$ cat config.mk
export PLATFORM = sky130hd
export DESIGN_NAME = dual_stack_shared_memory_core
export DESIGN_NICKNAME = d
export VERILOG_FILES = /design/src/sv/dssm_pkg.sv /design/src/sv/dssm_ram.sv /design/src/sv/dssm_ctrl.sv /design/src/sv/dual_stack_shared_memory_core.sv
export SDC_FILE = /design/constraint.sdc
export NUM_CORES = 1
export LEC_CHECK = 0
export BUFFER_PORTS_ARGS = -buffer_cell sky130_fd_sc_hd__buf_2
export CAP_MARGIN = 40
export CORE_ASPECT_RATIO = 1.5
export CORE_MARGIN = 3
export CORE_UTILIZATION = 40
export CTS_CLUSTER_SIZE = 16
export DETAILED_ROUTE_END_ITERATION = 12
export GPL_TIMING_DRIVEN = 0
export PLACE_DENSITY = 0.53
export REMOVE_ABC_BUFFERS = 1
export SYNTH_ARGS = -nofsm -noshare
export SYNTH_HDL_FRONTEND = slang
export SYNTH_SLANG_ARGS = --single-unit
$ cat constraint.sdc
create_clock -name clk -period 17.21 [get_ports clk]
set_input_delay 3.442 -clock clk [delete_from_list [all_inputs] [get_ports clk]]
set_output_delay 3.442 -clock clk [all_outputs]
set_load 0.1 [all_outputs]
$ cat src/sv/dssm_pkg.sv
// ============================================================================
// dssm_pkg
// Shared types and constants for the dual stack shared memory core.
// ============================================================================
`default_nettype none

package dssm_pkg;

  // Number of words in the shared store.
  localparam int DEPTH_C = 16;

  // Widths; ADDR_W and CNT_W are derived from the depth.
  localparam int ADDR_W = (DEPTH_C > 1) ? $clog2(DEPTH_C) : 1;
  localparam int CNT_W  = $clog2(DEPTH_C + 1);
  localparam int DATA_W = 32;
  localparam int FREE_W = 5;

  // Operation codes.
  typedef enum logic [1:0] {
    OP_PUSH = 2'd0,
    OP_POP  = 2'd1,
    OP_PEEK = 2'd2,
    OP_NONE = 2'd3
  } op_t;

  // Stack selector codes.
  localparam logic [1:0] SEL_LOWER = 2'd1;
  localparam logic [1:0] SEL_UPPER = 2'd2;

  // Result status codes.
  typedef enum logic [1:0] {
    ST_OK      = 2'd0,
    ST_FULL    = 2'd1,
    ST_EMPTY   = 2'd2,
    ST_INVALID = 2'd3
  } status_t;

  // Request from the controller to the store.
  typedef struct packed {
    logic              we;
    logic              re;
    logic [ADDR_W-1:0] addr;
    logic [DATA_W-1:0] wdata;
  } mem_req_t;

endpackage

`default_nettype wire

$ cat src/sv/dssm_ram.sv
// ============================================================================
// dssm_ram
// Single-port synchronous word store shared by both stacks, registered read.
// ============================================================================
`default_nettype none

module dssm_ram (
  input  wire logic                      clk,
  input  wire dssm_pkg::mem_req_t        req,
  output logic [dssm_pkg::DATA_W-1:0]    rdata
);
  import dssm_pkg::*;

  logic [DATA_W-1:0] mem [DEPTH_C];

  // Write port.
  always_ff @(posedge clk) begin
    if (req.we) begin
      mem[req.addr] <= req.wdata;
    end
  end

  // Registered read port.
  always_ff @(posedge clk) begin
    if (req.re) begin
      rdata <= mem[req.addr];
    end
  end

endmodule

`default_nettype wire

$ cat src/sv/dssm_ctrl.sv
// ============================================================================
// dssm_ctrl
// Stack pointers, operation decode, handshake sequencing and result register.
// ============================================================================
`default_nettype none

module dssm_ctrl (
  input  wire logic                        clk,
  input  wire logic                        rst,
  // Input item
  input  wire logic                        in_valid,
  output logic                             in_ready,
  input  wire logic [1:0]                  func,
  input  wire logic [1:0]                  stack_num,
  input  wire logic [dssm_pkg::DATA_W-1:0] push_value,
  // Result item
  output logic                             out_valid,
  input  wire logic                        out_ready,
  output dssm_pkg::status_t                status,
  output logic [dssm_pkg::DATA_W-1:0]      read_data,
  output logic [dssm_pkg::FREE_W-1:0]      free_slots,
  // Store interface
  output dssm_pkg::mem_req_t               req,
  input  wire logic [dssm_pkg::DATA_W-1:0] rdata
);
  import dssm_pkg::*;

  typedef enum logic [1:0] {
    S_IDLE = 2'b01,
    S_LOAD = 2'b10
  } state_t;

  state_t            state;
  logic [CNT_W-1:0]  lower_count;
  logic [CNT_W-1:0]  upper_count;
  logic [CNT_W-1:0]  lower_count_next;
  logic [CNT_W-1:0]  upper_count_next;
  logic [CNT_W-1:0]  used;
  logic [CNT_W-1:0]  free_count;
  status_t           dec_status;
  logic              dec_rd;
  status_t           pend_status;
  logic              pend_rd;
  logic              accept;

  assign in_ready = (state == S_IDLE) && (!out_valid || out_ready);
  assign accept   = in_valid && in_ready;
  assign used     = lower_count + upper_count;

  // Decode the operation against the current stack depths.
  always_comb begin
    dec_status       = ST_OK;
    dec_rd           = 1'b0;
    lower_count_next = lower_count;
    upper_count_next = upper_count;
    req.we           = 1'b0;
    req.re           = 1'b0;
    req.addr         = '0;
    req.wdata        = push_value;
    unique case (func) inside
      OP_PUSH: begin
        if (used == CNT_W'(DEPTH_C)) begin
          dec_status = ST_FULL;
        end else if (stack_num == SEL_LOWER) begin
          req.we           = accept;
          req.addr         = lower_count[ADDR_W-1:0];
          lower_count_next = lower_count + 1'b1;
        end else if (stack_num == SEL_UPPER) begin
          req.we           = accept;
          req.addr         = ADDR_W'(CNT_W'(DEPTH_C - 1) - upper_count);
          upper_count_next = upper_count + 1'b1;
        end else begin
          dec_status = ST_INVALID;
        end
      end
      OP_POP, OP_PEEK: begin
        if (stack_num == SEL_LOWER) begin
          if (lower_count == '0) begin
            dec_status = ST_EMPTY;
          end else begin
            dec_rd   = 1'b1;
            req.re   = accept;
            req.addr = ADDR_W'(lower_count - 1'b1);
            if (func == OP_POP) begin
              lower_count_next = lower_count - 1'b1;
            end
          end
        end else if (stack_num == SEL_UPPER) begin
          if (upper_count == '0) begin
            dec_status = ST_EMPTY;
          end else begin
            dec_rd   = 1'b1;
            req.re   = accept;
            req.addr = ADDR_W'(CNT_W'(DEPTH_C) - upper_count);
            if (func == OP_POP) begin
              upper_count_next = upper_count - 1'b1;
            end
          end
        end else begin
          dec_status = ST_INVALID;
        end
      end
      default: begin
        dec_status = ST_INVALID;
      end
    endcase
  end

  // Sequencer and stack depths.
  always_ff @(posedge clk) begin
    if (rst) begin
      state       <= S_IDLE;
      lower_count <= '0;
      upper_count <= '0;
    end else begin
      unique case (state)
        S_IDLE: begin
          if (accept) begin
            state       <= S_LOAD;
            lower_count <= lower_count_next;
            upper_count <= upper_count_next;
          end
        end
        S_LOAD: begin
          state <= S_IDLE;
        end
        default: begin
          state <= S_IDLE;
        end
      endcase
    end
  end

  // Status of the item in flight, held while the store read completes.
  always_ff @(posedge clk) begin
    if (accept) begin
      pend_status <= dec_status;
      pend_rd     <= dec_rd;
    end
  end

  // Depths are already updated when the result is loaded.
  assign free_count = CNT_W'(DEPTH_C) - lower_count - upper_count;

  // Result register: valid flag is control, the payload needs no reset.
  always_ff @(posedge clk) begin
    if (rst) begin
      out_valid <= 1'b0;
    end else if (state == S_LOAD) begin
      out_valid <= 1'b1;
    end else if (out_ready) begin
      out_valid <= 1'b0;
    end
  end

  always_ff @(posedge clk) begin
    if (state == S_LOAD) begin
      status     <= pend_status;
      read_data  <= pend_rd ? rdata : '0;
      free_slots <= FREE_W'(free_count);
    end
  end

endmodule

`default_nettype wire

$ cat src/sv/dual_stack_shared_memory_core.sv
// ============================================================================
// dual_stack_shared_memory_core
// Two stacks kept in one shared word store, growing towards each other.
// ============================================================================
// Usage:
//   The slave channel takes one item per operation: push, pop or peek on the
//   lower stack (number 1, growing up from address 0) or the upper stack
//   (number 2, growing down from the top address). The master channel gives
//   exactly one result item per input item: a status, the word read (zero
//   unless a pop or peek succeeded) and the free words left afterwards.
//   An accepted item is first read from the store into its registered read
//   port and then loaded into the result register. The block takes no new
//   item while one is in flight: s_tready stays low until the result
//   register has been loaded.
//   A finished result waits in the output register; a new item is taken in
//   the same cycle in which that result is handed over.
//   Reset (rst, synchronous) empties both stacks and clears the output
//   valid. The store itself is not cleared; no access reads an unwritten
//   word. While the receiver stalls, the result holds and s_tready is low.
// ============================================================================
`default_nettype none

module dual_stack_shared_memory_core (
  input  wire logic        clk,
  input  wire logic        rst,
  input  wire logic        s_tvalid,
  output logic             s_tready,
  // [1:0] func, [3:2] stack_num, [35:4] push_value, [39:36] zero
  input  wire logic [39:0] s_tdata,
  output logic             m_tvalid,
  input  wire logic        m_tready,
  // [1:0] status, [33:2] read_data, [38:34] free_slots, [39] zero
  output logic [39:0]      m_tdata
);
  import dssm_pkg::*;

  mem_req_t           req;
  logic [DATA_W-1:0]  rdata;
  status_t            status;
  logic [DATA_W-1:0]  read_data;
  logic [FREE_W-1:0]  free_slots;

  // Pointer logic and result register.
  dssm_ctrl u_ctrl (
    .clk        (clk),
    .rst        (rst),
    .in_valid   (s_tvalid),
    .in_ready   (s_tready),
    .func       (s_tdata[1:0]),
    .stack_num  (s_tdata[3:2]),
    .push_value (s_tdata[35:4]),
    .out_valid  (m_tvalid),
    .out_ready  (m_tready),
    .status     (status),
    .read_data  (read_data),
    .free_slots (free_slots),
    .req        (req),
    .rdata      (rdata)
  );

  // Shared word store.
  dssm_ram u_ram (
    .clk   (clk),
    .req   (req),
    .rdata (rdata)
  );

  // Pack the result item.
  assign m_tdata = {1'b0, free_slots, read_data, status};

endmodule

`default_nettype wire

==> results.py, run 1 <==
metrics = {
    "run_status": {
        "status": "completed",
    },
    "grt": {
        "grt_overflow": 0,
        "grt_pass1_vias": 16600,
        "grt_max_degree": 58,
        "met3_usage_pct": 3.42,
        "grt_use_met1_pct": 30.3,
        "grt_pass1_wl_microns": 111000,
        "antenna_found_initial": 5,
        "grt_usage_pct": 22.6,
        "use_met2_pct": 37.8,
        "top_usage_layer": "met2",
    },
    "cts": {
        "cts.sink_count": 599,
        "numCtsBuffers": 57,
        "clkLatencyLatePin_ps": 620,
        "cts_tree": "yes",
        "htreeDepth": 2,
        "cts_resized": 0,
        "cts_buffer_depth": 3,
        "cts_root_buffer": "clkbuf_16",
        "cts.clk_slew.worst_paths_ps": 60,
        "post_cts_buffers": 0,
        "ctsHoldBuffers": 0,
    },
    "finish": {
        "area_growth_pct": 19.3,
        "final_layout_size_suffix_gt1_share_pct": 18.4,
        "final_cell_mix": "edfxtp_1, nand3_1, nand4_1, a41oi_1, nand3b_1",
        "final_cells": 2605,
        "num-nets-final": 1839,
        "fin_area_sq_um": 29300,
        "final_util_pct": 48.5,
        "final_common_cell": "edfxtp_1",
    },
    "worst_hold_path": {
        "min_path_type": "flop to flop",
        "min_from": "u_ctrl.pend_status[0]$_DFFE_PP_",
        "min_delay_path_depth": 0,
        "min_to": "u_ctrl.status[0]$_DFFE_PP_",
    },
    "floorplan": {
        "core-area_sq_um": 60400,
        "start_util_pct": 40.6,
        "ioPinCount": 86,
        "dieHeight_microns": 309,
        "dieArea_sq_um": 64500,
        "rows": 110,
        "die_x_microns": 208,
    },
    "critical_path": {
        "cp_max_fo": 3,
        "cp_top_family": "buffers and inverters",
        "reg2reg_from": "u_ctrl.upper_count[0]$_SDFFE_PP0P_",
        "required_ps": 13770,
        "crit_chain": "buf_2 > nand2b_1 > and3b_1 > buf_2",
        "cpPeakStageDelay_ps": 420,
        "r2r_slack_ps": 12070,
        "r2r-end": "u_ram.mem[6][6]$_DFFE_PP_",
        "crit_buf_inv": 2,
        "end_kind": "primary output",
        "cpMaxStageDelayCell": "buf_2",
        "reg2regPathDepth": 13,
        "cp-start-kind": "input pin",
        "path_common_cell": "buf_2",
        "path_class": "input pin to primary output",
        "arrival_ps": 4230,
    },
    "yosys": {
        "seq_area_frac_synth_pct": 72.7,
        "async_reset_ff_share_pct": 0,
        "synth_area_sq_um": 24600,
        "synth_ff_type": "edfxtp_1",
        "yosys_register_bits": 599,
        "synth_edf_count": 586,
        "synth_warnings": 0,
        "yosysUniqueCellTypes": 62,
        "syn_area_per_cell_sq_um": 14.8,
        "netlist_instances": 1660,
    },
    "sta": {
        "skew_ps": 27.1,
        "holdWs_ps": 425,
        "rsz0062_at_grt": "no",
        "final_hold_viol_count": 0,
        "worst_slack_ps": 9530,
        "slew_headroom_pct": 38.2,
        "finalSetupTns_ps": 0,
        "slew_viol_final": 0,
        "min_period_ps": 7680,
        "max_freq_mhz": 130,
        "worst_slew_pin_slew_ps": 922,
        "setup_viol": 0,
        "fin_crit_sh_pct": 44.6,
    },
    "placed_design": {
        "hpwl_microns": 44700,
        "postPlaceCellArea_sq_um": 27400,
        "post-place-ws_ps": 9300,
        "gp_congestion": 0.768,
        "portBuffers": 80,
        "placed_cells": 2494,
    },
    "pwr": {
        "vdd_drop_max_v": 0.0000830,
        "fin_total_pwr_mw": 3.12,
        "p_leak_nw": 9.07,
        "powerDensity_nw_per_um2": 106,
    },
    "drt": {
        "vias": 16200,
        "avgRoutedWirePerCell_microns": 28.6,
        "drc_errors": 0,
        "drt_wl_total_microns": 74600,
        "drtIter0Drc": 1822,
        "drt-pass1-iter-count": 5,
        "avgViaCountPerCell": 6.22,
        "antenna_left": 0,
    },
    "job": {
        "drv_cap": 0,
    },
}
synth_stat cells (3+ instances only):
master / number / share of area (%)
buf_2: 17 / 0.35
dfxtp_1: 13 / 1.1
ha_1: 24 / 1.2
a41oi_1: 128 / 4.6
edfxtp_1: 586 / 72
a21oi_1: 14 / 0.29
or3_1: 5 / 0.13
and2_1: 36 / 0.92
buf_4: 5 / 0.15
nor3_1: 11 / 0.22
nand2_1: 16 / 0.24
a211oi_1: 3 / 0.092
buf_1: 18 / 0.28
clkbuf_1: 113 / 1.7
xnor2_1: 12 / 0.43
nand3_1: 260 / 5.3
or4_1: 33 / 1.0
xor2_1: 5 / 0.18
o21ai_0: 9 / 0.18
nor2_1: 21 / 0.32
nor2b_1: 3 / 0.076
nand2b_1: 5 / 0.13
nand4_1: 131 / 3.3
nand3b_1: 128 / 3.9
inv_1: 20 / 0.31
cell families after synthesis:
| kind of cell | Yosys count | share of synthesized area [%] |
|---|---|---|
| AO/OA/AOI/OAI | 182 | 6.26 |
| XOR/XNOR | 18 | 0.672 |
| adder cells (fa/ha/maj) | 27 | 1.43 |
| buffers and inverters | 173 | 2.81 |
| flip-flops | 599 | 72.7 |
| multiplexers | 2 | 0.0815 |
| other | 1 | 0.0153 |
| AND/OR/NAND/NOR | 658 | 16.0 |
per-layer routing:
layer | part of all wire [%] | vias up
met5 | 0.017 | -
met4 | 3.6 | 2
met3 | 7.1 | 167
met2 | 49 | 767
met1 | 41 | 8330
li1 | - | 6948
state kept, by name (all words and copies together) (netlist names), 2 cells and up:
| name | flops |
|---|---|
| u_ctrl.free_slots | 5 |
| u_ctrl.lower_count | 5 |
| u_ctrl.pend_status | 2 |
| u_ctrl.read_data | 32 |
| u_ctrl.state | 2 |
| u_ctrl.status | 2 |
| u_ctrl.upper_count | 5 |
| u_ram.mem | 512 |
| u_ram.rdata | 32 |
power by group:
part	switching (mW)	total (mW)	internal (mW)
registers	0.00322	1.61	1.61
clock network	0.560	1.32	0.759
logic	0.132	0.192	0.0599
worst reg2reg max path: cells and delay by family (launching register included):
kind | cells | cell delay [ps]
adder cells (fa/ha/maj) | 2 | 740
AND/OR/NAND/NOR | 3 | 1510
AO/OA/AOI/OAI | 2 | 660
buffers and inverters | 6 | 1380
flip-flops | 1 | 600
cell type report:
cell class                 instances  area (sq um)
tap                              784           981
sequential                       599         17900
timing repair buffer             203          2220
clock buffer                      62          1450
fill                            5060         31100
clock inverter                    45           493
multi-input combinational        888          6220
antenna                            4          10.0
inverter                          20          75.1
how the worst max path moves through the flow:
stage	slack [ps]	endpoint	startpoint	cells past startpoint
2_1_floorplan	2540	u_ram.mem[3][0]$_DFFE_PP_	s_tdata[0]	7
3_3_place_gp	-9770	u_ram.mem[3][27]$_DFFE_PP_	s_tdata[0]	8
3_5_place_dp	9300	u_ram.mem[1][6]$_DFFE_PP_	s_tdata[0]	10
4_1_cts	9530	s_tready	m_tready	4
5_1_grt	9460	s_tready	m_tready	4
6_report	9530	s_tready	m_tready	4
Power figures use the tool's default switching activity.
==> inputs of run 2 (changes only) <==
- ABC_AREA: not set -> 1
- clock period: 17.21 -> 7.3 ns (I/O delays scaled with it)
==> results.py, run 2 <==
metrics = {
    "finish": {
        "final_util_pct": 46.8,
        "final_common_cell": "nand2_1",
        "reg_top3": "u_ram.mem (512), u_ctrl.read_data (32), u_ram.rdata (32)",
        "largest_register_ffs": 512,
        "regMostFlops": "u_ram.mem",
        "final_layout_size_suffix_gt1_share_pct": 9.81,
        "area_growth_pct": 15.2,
        "final_cells": 3435,
        "final_cell_mix": "nand2_1, edfxtp_1, nand3_1, inv_1, buf_2",
        "num-nets-final": 2598,
    },
    "floorplan": {
        "dieHeight_microns": 318,
        "dieArea_sq_um": 67900,
        "start_util_pct": 40.6,
        "rows": 113,
        "core-area_sq_um": 63800,
        "die_x_microns": 214,
        "ioPinCount": 86,
    },
    "critical_path": {
        "cp-start-kind": "input pin",
        "r2r_slack_ps": 1910,
        "r2r-end": "u_ram.mem[12][28]$_DFFE_PP_",
        "crit_buf_inv": 8,
        "arrival_ps": 5890,
        "cpMaxStageDelayCell": "nor2_4",
        "crit_chain": "buf_2 > inv_1 > ha_1 > inv_2 > or2_1 > o21ai_1 > a21oi_2 > nor2_4 > buf_12 > buf_12 > buf_12 > inv_6 > nand3_1 > nor2_4 > buf_12",
        "reg2reg_from": "u_ctrl.lower_count[0]$_SDFFE_PP0P_",
        "cpPeakStageDelay_ps": 780,
        "required_ps": 7580,
        "reg2regPathDepth": 17,
        "cp_top_family": "buffers and inverters",
        "path_common_cell": "buf_12",
        "cp_max_fo": 74,
        "end_kind": "flop",
        "path_class": "input pin to flop",
    },
    "drt": {
        "avgViaCountPerCell": 5.04,
        "avgRoutedWirePerCell_microns": 19.3,
        "vias": 17300,
        "drtIter0Drc": 1349,
        "antenna_left": 0,
        "drt_wl_total_microns": 66400,
        "drt-pass1-iter-count": 5,
        "drc_errors": 0,
    },
    "sta": {
        "final_hold_viol_count": 0,
        "slew_headroom_pct": 44.0,
        "fin_crit_sh_pct": 76.8,
        "finalSetupTns_ps": 0,
        "max_freq_mhz": 178,
        "setup_viol": 0,
        "min_period_ps": 5610,
        "holdWs_ps": 434,
        "rsz0062_at_grt": "no",
        "slew_viol_final": 0,
        "skew_ps": 16.7,
        "worst_slack_ps": 1690,
        "worst_slew_pin_slew_ps": 838,
    },
    "yosys": {
        "netlist_top_cells_count": "nand2_1, edfxtp_1, nand3_1",
        "synth_edf_count": 586,
        "yosysUniqueCellTypes": 35,
        "synth_top_area_share_pct": 68.0,
        "yosys_register_bits": 599,
        "seq_area_frac_synth_pct": 69.0,
        "synth_warnings": 0,
        "async_reset_ff_share_pct": 0,
        "synth_area_sq_um": 25900,
        "netlist_instances": 2471,
        "synth.area.top_cells": "edfxtp_1, nand2_1, nand3_1, inv_1, buf_2",
        "syn_area_per_cell_sq_um": 10.5,
        "synth_area_leader_cell": "edfxtp_1",
        "synth_ff_type": "edfxtp_1",
        "synth.most_common_cell": "nand2_1",
    },
    "placed_design": {
        "gp_congestion": 0.851,
        "post-place-ws_ps": 1120,
        "hpwl_microns": 37500,
        "placed_cells": 3332,
        "portBuffers": 80,
    },
    "cts": {
        "cts_resized": 0,
        "cts.sink_count": 599,
        "cts_root_buffer": "clkbuf_16",
        "cts.clk_slew.worst_paths_ps": 60,
        "post_cts_buffers": 0,
        "htreeDepth": 2,
        "cts_tree": "yes",
        "ctsHoldBuffers": 0,
        "cts_buffer_depth": 3,
        "clkLatencyLatePin_ps": 600,
        "numCtsBuffers": 56,
    },
    "worst_hold_path": {
        "min_from": "u_ctrl.pend_status[1]$_DFFE_PP_",
        "min_to": "u_ctrl.status[1]$_DFFE_PP_",
        "min_path_type": "flop to flop",
        "min_delay_path_depth": 0,
    },
    "grt": {
        "grt_pass1_wl_microns": 101000,
        "grt_max_degree": 127,
        "antenna_found_initial": 5,
        "grt_overflow": 0,
        "grt_usage_pct": 19.5,
        "grt_pass1_vias": 16900,
    },
    "pwr": {
        "p_leak_nw": 12.2,
        "vdd_drop_max_v": 0.000170,
        "powerDensity_nw_per_um2": 239,
    },
    "run_status": {
        "status": "completed",
    },
    "job": {
        "drv_cap": 0,
    },
}
[run 2: layout make-up]
cell class,count,area (sq um)
timing repair buffer,132,1630
sequential,599,17900
clock buffer,63,1430
inverter,137,527
tap,862,1080
antenna,3,7.51
fill,5675,33900
multi-input combinational,1602,6970
clock inverter,37,325
[run 2: worst max-delay path by stage]
stage / start / endpoint / slack (ps) / cells after the start
after global placement: s_tdata[2] / u_ram.mem[10][25]$_DFFE_PP_ / -9220 / 9
after floorplan: s_tdata[3] / u_ram.mem[10][0]$_DFFE_PP_ / -2090 / 12
after CTS: s_tdata[0] / u_ram.mem[0][24]$_DFFE_PP_ / 1740 / 15
after detailed placement: s_tdata[0] / u_ram.mem[0][25]$_DFFE_PP_ / 1120 / 15
final: s_tdata[0] / u_ram.mem[12][28]$_DFFE_PP_ / 1690 / 15
after global routing: s_tdata[0] / u_ram.mem[0][30]$_DFFE_PP_ / 1510 / 15
[run 2: worst register-to-register path, stage by stage, from the launching register on]
cell     delay (ps)
dfxtp_1         480
ha_1            280
fa_1            440
nor2_1          160
nand2_1          70
nor2_1           90
nand3_1         120
nor2_2          230
inv_2            70
a21oi_2         220
nor2_4          130
buf_12          200
buf_12          180
buf_12          190
inv_6           580
nand3_1         560
nor2_4          780
buf_12          290
[run 2: cells by family after synthesis]
family / Yosys count / synth area share, %
compound gates: 45 / 0.976
xor+xnor: 10 / 0.338
fa+ha+maj: 26 / 1.31
buf+inv: 270 / 4.82
flops: 599 / 69.0
other cells: 1 / 0.0145
simple gates: 1520 / 23.5
[run 2: stage by stage]
step | area [sq um] | power, mW
2_1_floorplan | 25200 | 4.17
3_3_place_gp | 26600 | 4.34
3_5_place_dp | 28100 | 4.36
4_1_cts | 29800 | 7.20
5_1_grt | 29800 | 7.38
6_report | 29800 | 7.11
[run 2: layer usage]
layer / vias to the layer above / wire (microns) / GRT usage, % / share of wire [%]
met3: 134 / 3200 / 2.41 / 4.8
met5: - / 17 / 0 / 0.026
li1: 8286 / - / - / -
met1: 8422 / 28200 / 25.7 / 42
met2: 477 / 32700 / 33.4 / 49
met4: 2 / 2310 / 6.98 / 3.5
[run 2: where the power goes]
group	leakage [nW]	internal, mW	switching (mW)
combinational	5.91	0.135	0.351
sequential	5.38	3.79	0.00777
clock	0.857	1.58	1.25
==> inputs of run 3 (changes only) <==
- clock period: 7.3 -> 5.7 ns (I/O delays scaled with it)
==> results.py, run 3 (same netlist as run 2, synthesis figures left out) <==
metrics = {
    "run_status": {
        "status": "completed",
    },
    "grt": {
        "grt_usage_pct": 19.5,
        "grt_max_degree": 127,
        "grt_pass1_wl_microns": 101000,
        "grt_overflow": 0,
        "grt_pass1_vias": 16900,
        "antenna_found_initial": 5,
    },
    "sta": {
        "worst_slew_pin_slew_ps": 834,
        "setup_viol": 0,
        "final_hold_viol_count": 0,
        "slew_headroom_pct": 44.3,
        "min_period_ps": 5390,
        "max_freq_mhz": 185,
        "fin_crit_sh_pct": 94.6,
        "rsz0062_at_grt": "no",
        "skew_ps": 18.9,
        "slew_viol_final": 0,
    },
    "finish": {
        "num-nets-final": 2598,
        "fin_area_sq_um": 29800,
        "final_util_pct": 46.8,
        "reg_top3": "u_ram.mem (512), u_ctrl.read_data (32), u_ram.rdata (32)",
        "final_cell_mix": "nand2_1, edfxtp_1, nand3_1, inv_1, buf_2",
        "final_layout_size_suffix_gt1_share_pct": 9.81,
        "fill_cells": 5675,
        "largest_register_ffs": 512,
        "area_growth_pct": 15.2,
        "final_common_cell": "nand2_1",
        "regMostFlops": "u_ram.mem",
    },
    "critical_path": {
        "arrival_ps": 5680,
        "cp-start-kind": "flop",
        "cpMaxStageDelayCell": "nor2_4",
        "cpPeakStageDelay_ps": 790,
        "reg2regPathDepth": 17,
        "cp_max_fo": 74,
        "worst-path-stages": 17,
        "cp_top_family": "simple AND/OR/NAND/NOR gates",
        "path_class": "flop to flop",
        "path_common_cell": "buf_12",
        "end_kind": "flop",
        "required_ps": 5990,
        "crit_chain": "ha_1 > fa_1 > nor2_1 > nand2_1 > nor2_1 > nand3_1 > nor2_2 > inv_2 > a21oi_2 > nor2_4 > buf_12 > buf_12 > buf_12 > inv_6 > nand3_1 > nor2_4 > buf_12",
        "crit_buf_inv": 6,
    },
    "floorplan": {
        "start_util_pct": 40.6,
        "dieArea_sq_um": 67900,
        "dieHeight_microns": 318,
        "ioPinCount": 86,
        "die_x_microns": 214,
        "rows": 113,
        "core-area_sq_um": 63800,
    },
    "cts": {
        "ctsHoldBuffers": 0,
        "cts_root_buffer": "clkbuf_16",
        "post_cts_buffers": 0,
        "cts_resized": 0,
        "cts.clk_slew.worst_paths_ps": 60,
        "cts.sink_count": 599,
        "numCtsBuffers": 56,
        "clkLatencyLatePin_ps": 610,
        "cts_buffer_depth": 3,
        "cts_tree": "yes",
        "htreeDepth": 2,
    },
    "pwr": {
        "powerDensity_nw_per_um2": 305,
        "fin_total_pwr_mw": 9.11,
        "pwr-share-seq_pct": 53.4,
        "switchingPower_mw": 2.06,
        "vdd_drop_max_v": 0.000217,
        "p_sw_share_pct": 22.6,
        "pwr-share-clk_pct": 39.8,
        "p_leak_nw": 12.2,
        "comb_power_share_pct": 6.8,
        "p_int_mw": 7.05,
    },
    "drt": {
        "drc_errors": 0,
        "drtIter0Drc": 1413,
        "met2_wirelength_microns": 32500,
        "vias": 17400,
        "avgViaCountPerCell": 5.05,
        "drt_wl_total_microns": 66200,
        "routed.top_layer": "met5",
        "drt-pass1-iter-count": 5,
        "antenna_left": 0,
        "wl_met1_microns": 27800,
        "avgRoutedWirePerCell_microns": 19.3,
        "route.met3.wl_microns": 3470,
    },
    "placed_design": {
        "gp_congestion": 0.851,
        "hpwl_microns": 37500,
        "postPlaceCellArea_sq_um": 28100,
        "portBuffers": 80,
    },
    "job": {
        "drv_cap": 0,
    },
    "worst_hold_path": {
        "min_delay_path_depth": 0,
        "min_path_type": "flop to flop",
    },
}
run 3: cell counts in the layout (fill, tap and decap cells not counted):
Identical to the previous run, type by type.
run 3: worst reg2reg max path: stages (launching register included):
cell	delay, ps
dfxtp_1	480
ha_1	280
fa_1	440
nor2_1	160
nand2_1	70
nor2_1	90
nand3_1	130
nor2_2	230
inv_2	70
a21oi_2	220
nor2_4	130
buf_12	200
buf_12	180
buf_12	190
inv_6	560
nand3_1	550
nor2_4	800
buf_12	280
run 3: worst paths after layout:
kind	startpoint	end	slack [ps]
setup / recovery	u_ctrl.lower_count[0]$_SDFFE_PP0P_	u_ram.mem[0][24]$_DFFE_PP_	310
hold / removal	u_ctrl.pend_status[1]$_DFFE_PP_	u_ctrl.status[1]$_DFFE_PP_	430
setup reg to reg	u_ctrl.lower_count[0]$_SDFFE_PP0P_	u_ram.mem[0][24]$_DFFE_PP_	310
hold reg to reg	u_ctrl.pend_status[1]$_DFFE_PP_	u_ctrl.status[1]$_DFFE_PP_	430
run 3: stage by stage:
| step | hold WS [ps] | std cells | setup TNS (ps) | setup slack, ps |
|---|---|---|---|---|
| CTS | 434 | 3432 | 0 | 285 |
| floorplan | 400 | 2338 | -1252430 | -3370 |
| detailed placement | 419 | 3332 | -5610 | -158 |
| finish | 434 | 3435 | 0 | 307 |
| global route | 449 | 3433 | 0 | 14.7 |
| global placement | 418 | 3280 | -4920160 | -10500 |
run 3: area by class of cell:
cell class	count	area, sq um	share of cell area, %
clock buffer	63	1430	4.79
sequential	599	17900	59.9
antenna	3	7.51	0.0252
inverter	137	527	1.77
clock inverter	37	325	1.09
timing repair buffer	132	1630	5.45
tap	862	1080	3.62
multi-input combinational	1602	6970	23.4
run 3: routing by layer:
layer  vias to the layer above  track usage, %
met3                       139            2.38
met5                         -               0
met2                       493            33.4
met4                         2            6.98
li1                       8284               -
met1                      8440            25.6
run 3: power by group through the flow:
| stage | Sequential [mW] | Combinational [mW] | Clock [mW] |
|---|---|---|---|
| floorplan | 4.99 | 0.352 | 0 |
| global placement | 4.97 | 0.598 | 0 |
| detailed placement | 4.96 | 0.626 | 0 |
| CTS | 4.86 | 0.629 | 3.73 |
| global route | 4.86 | 0.698 | 3.89 |
| finish | 4.87 | 0.621 | 3.62 |
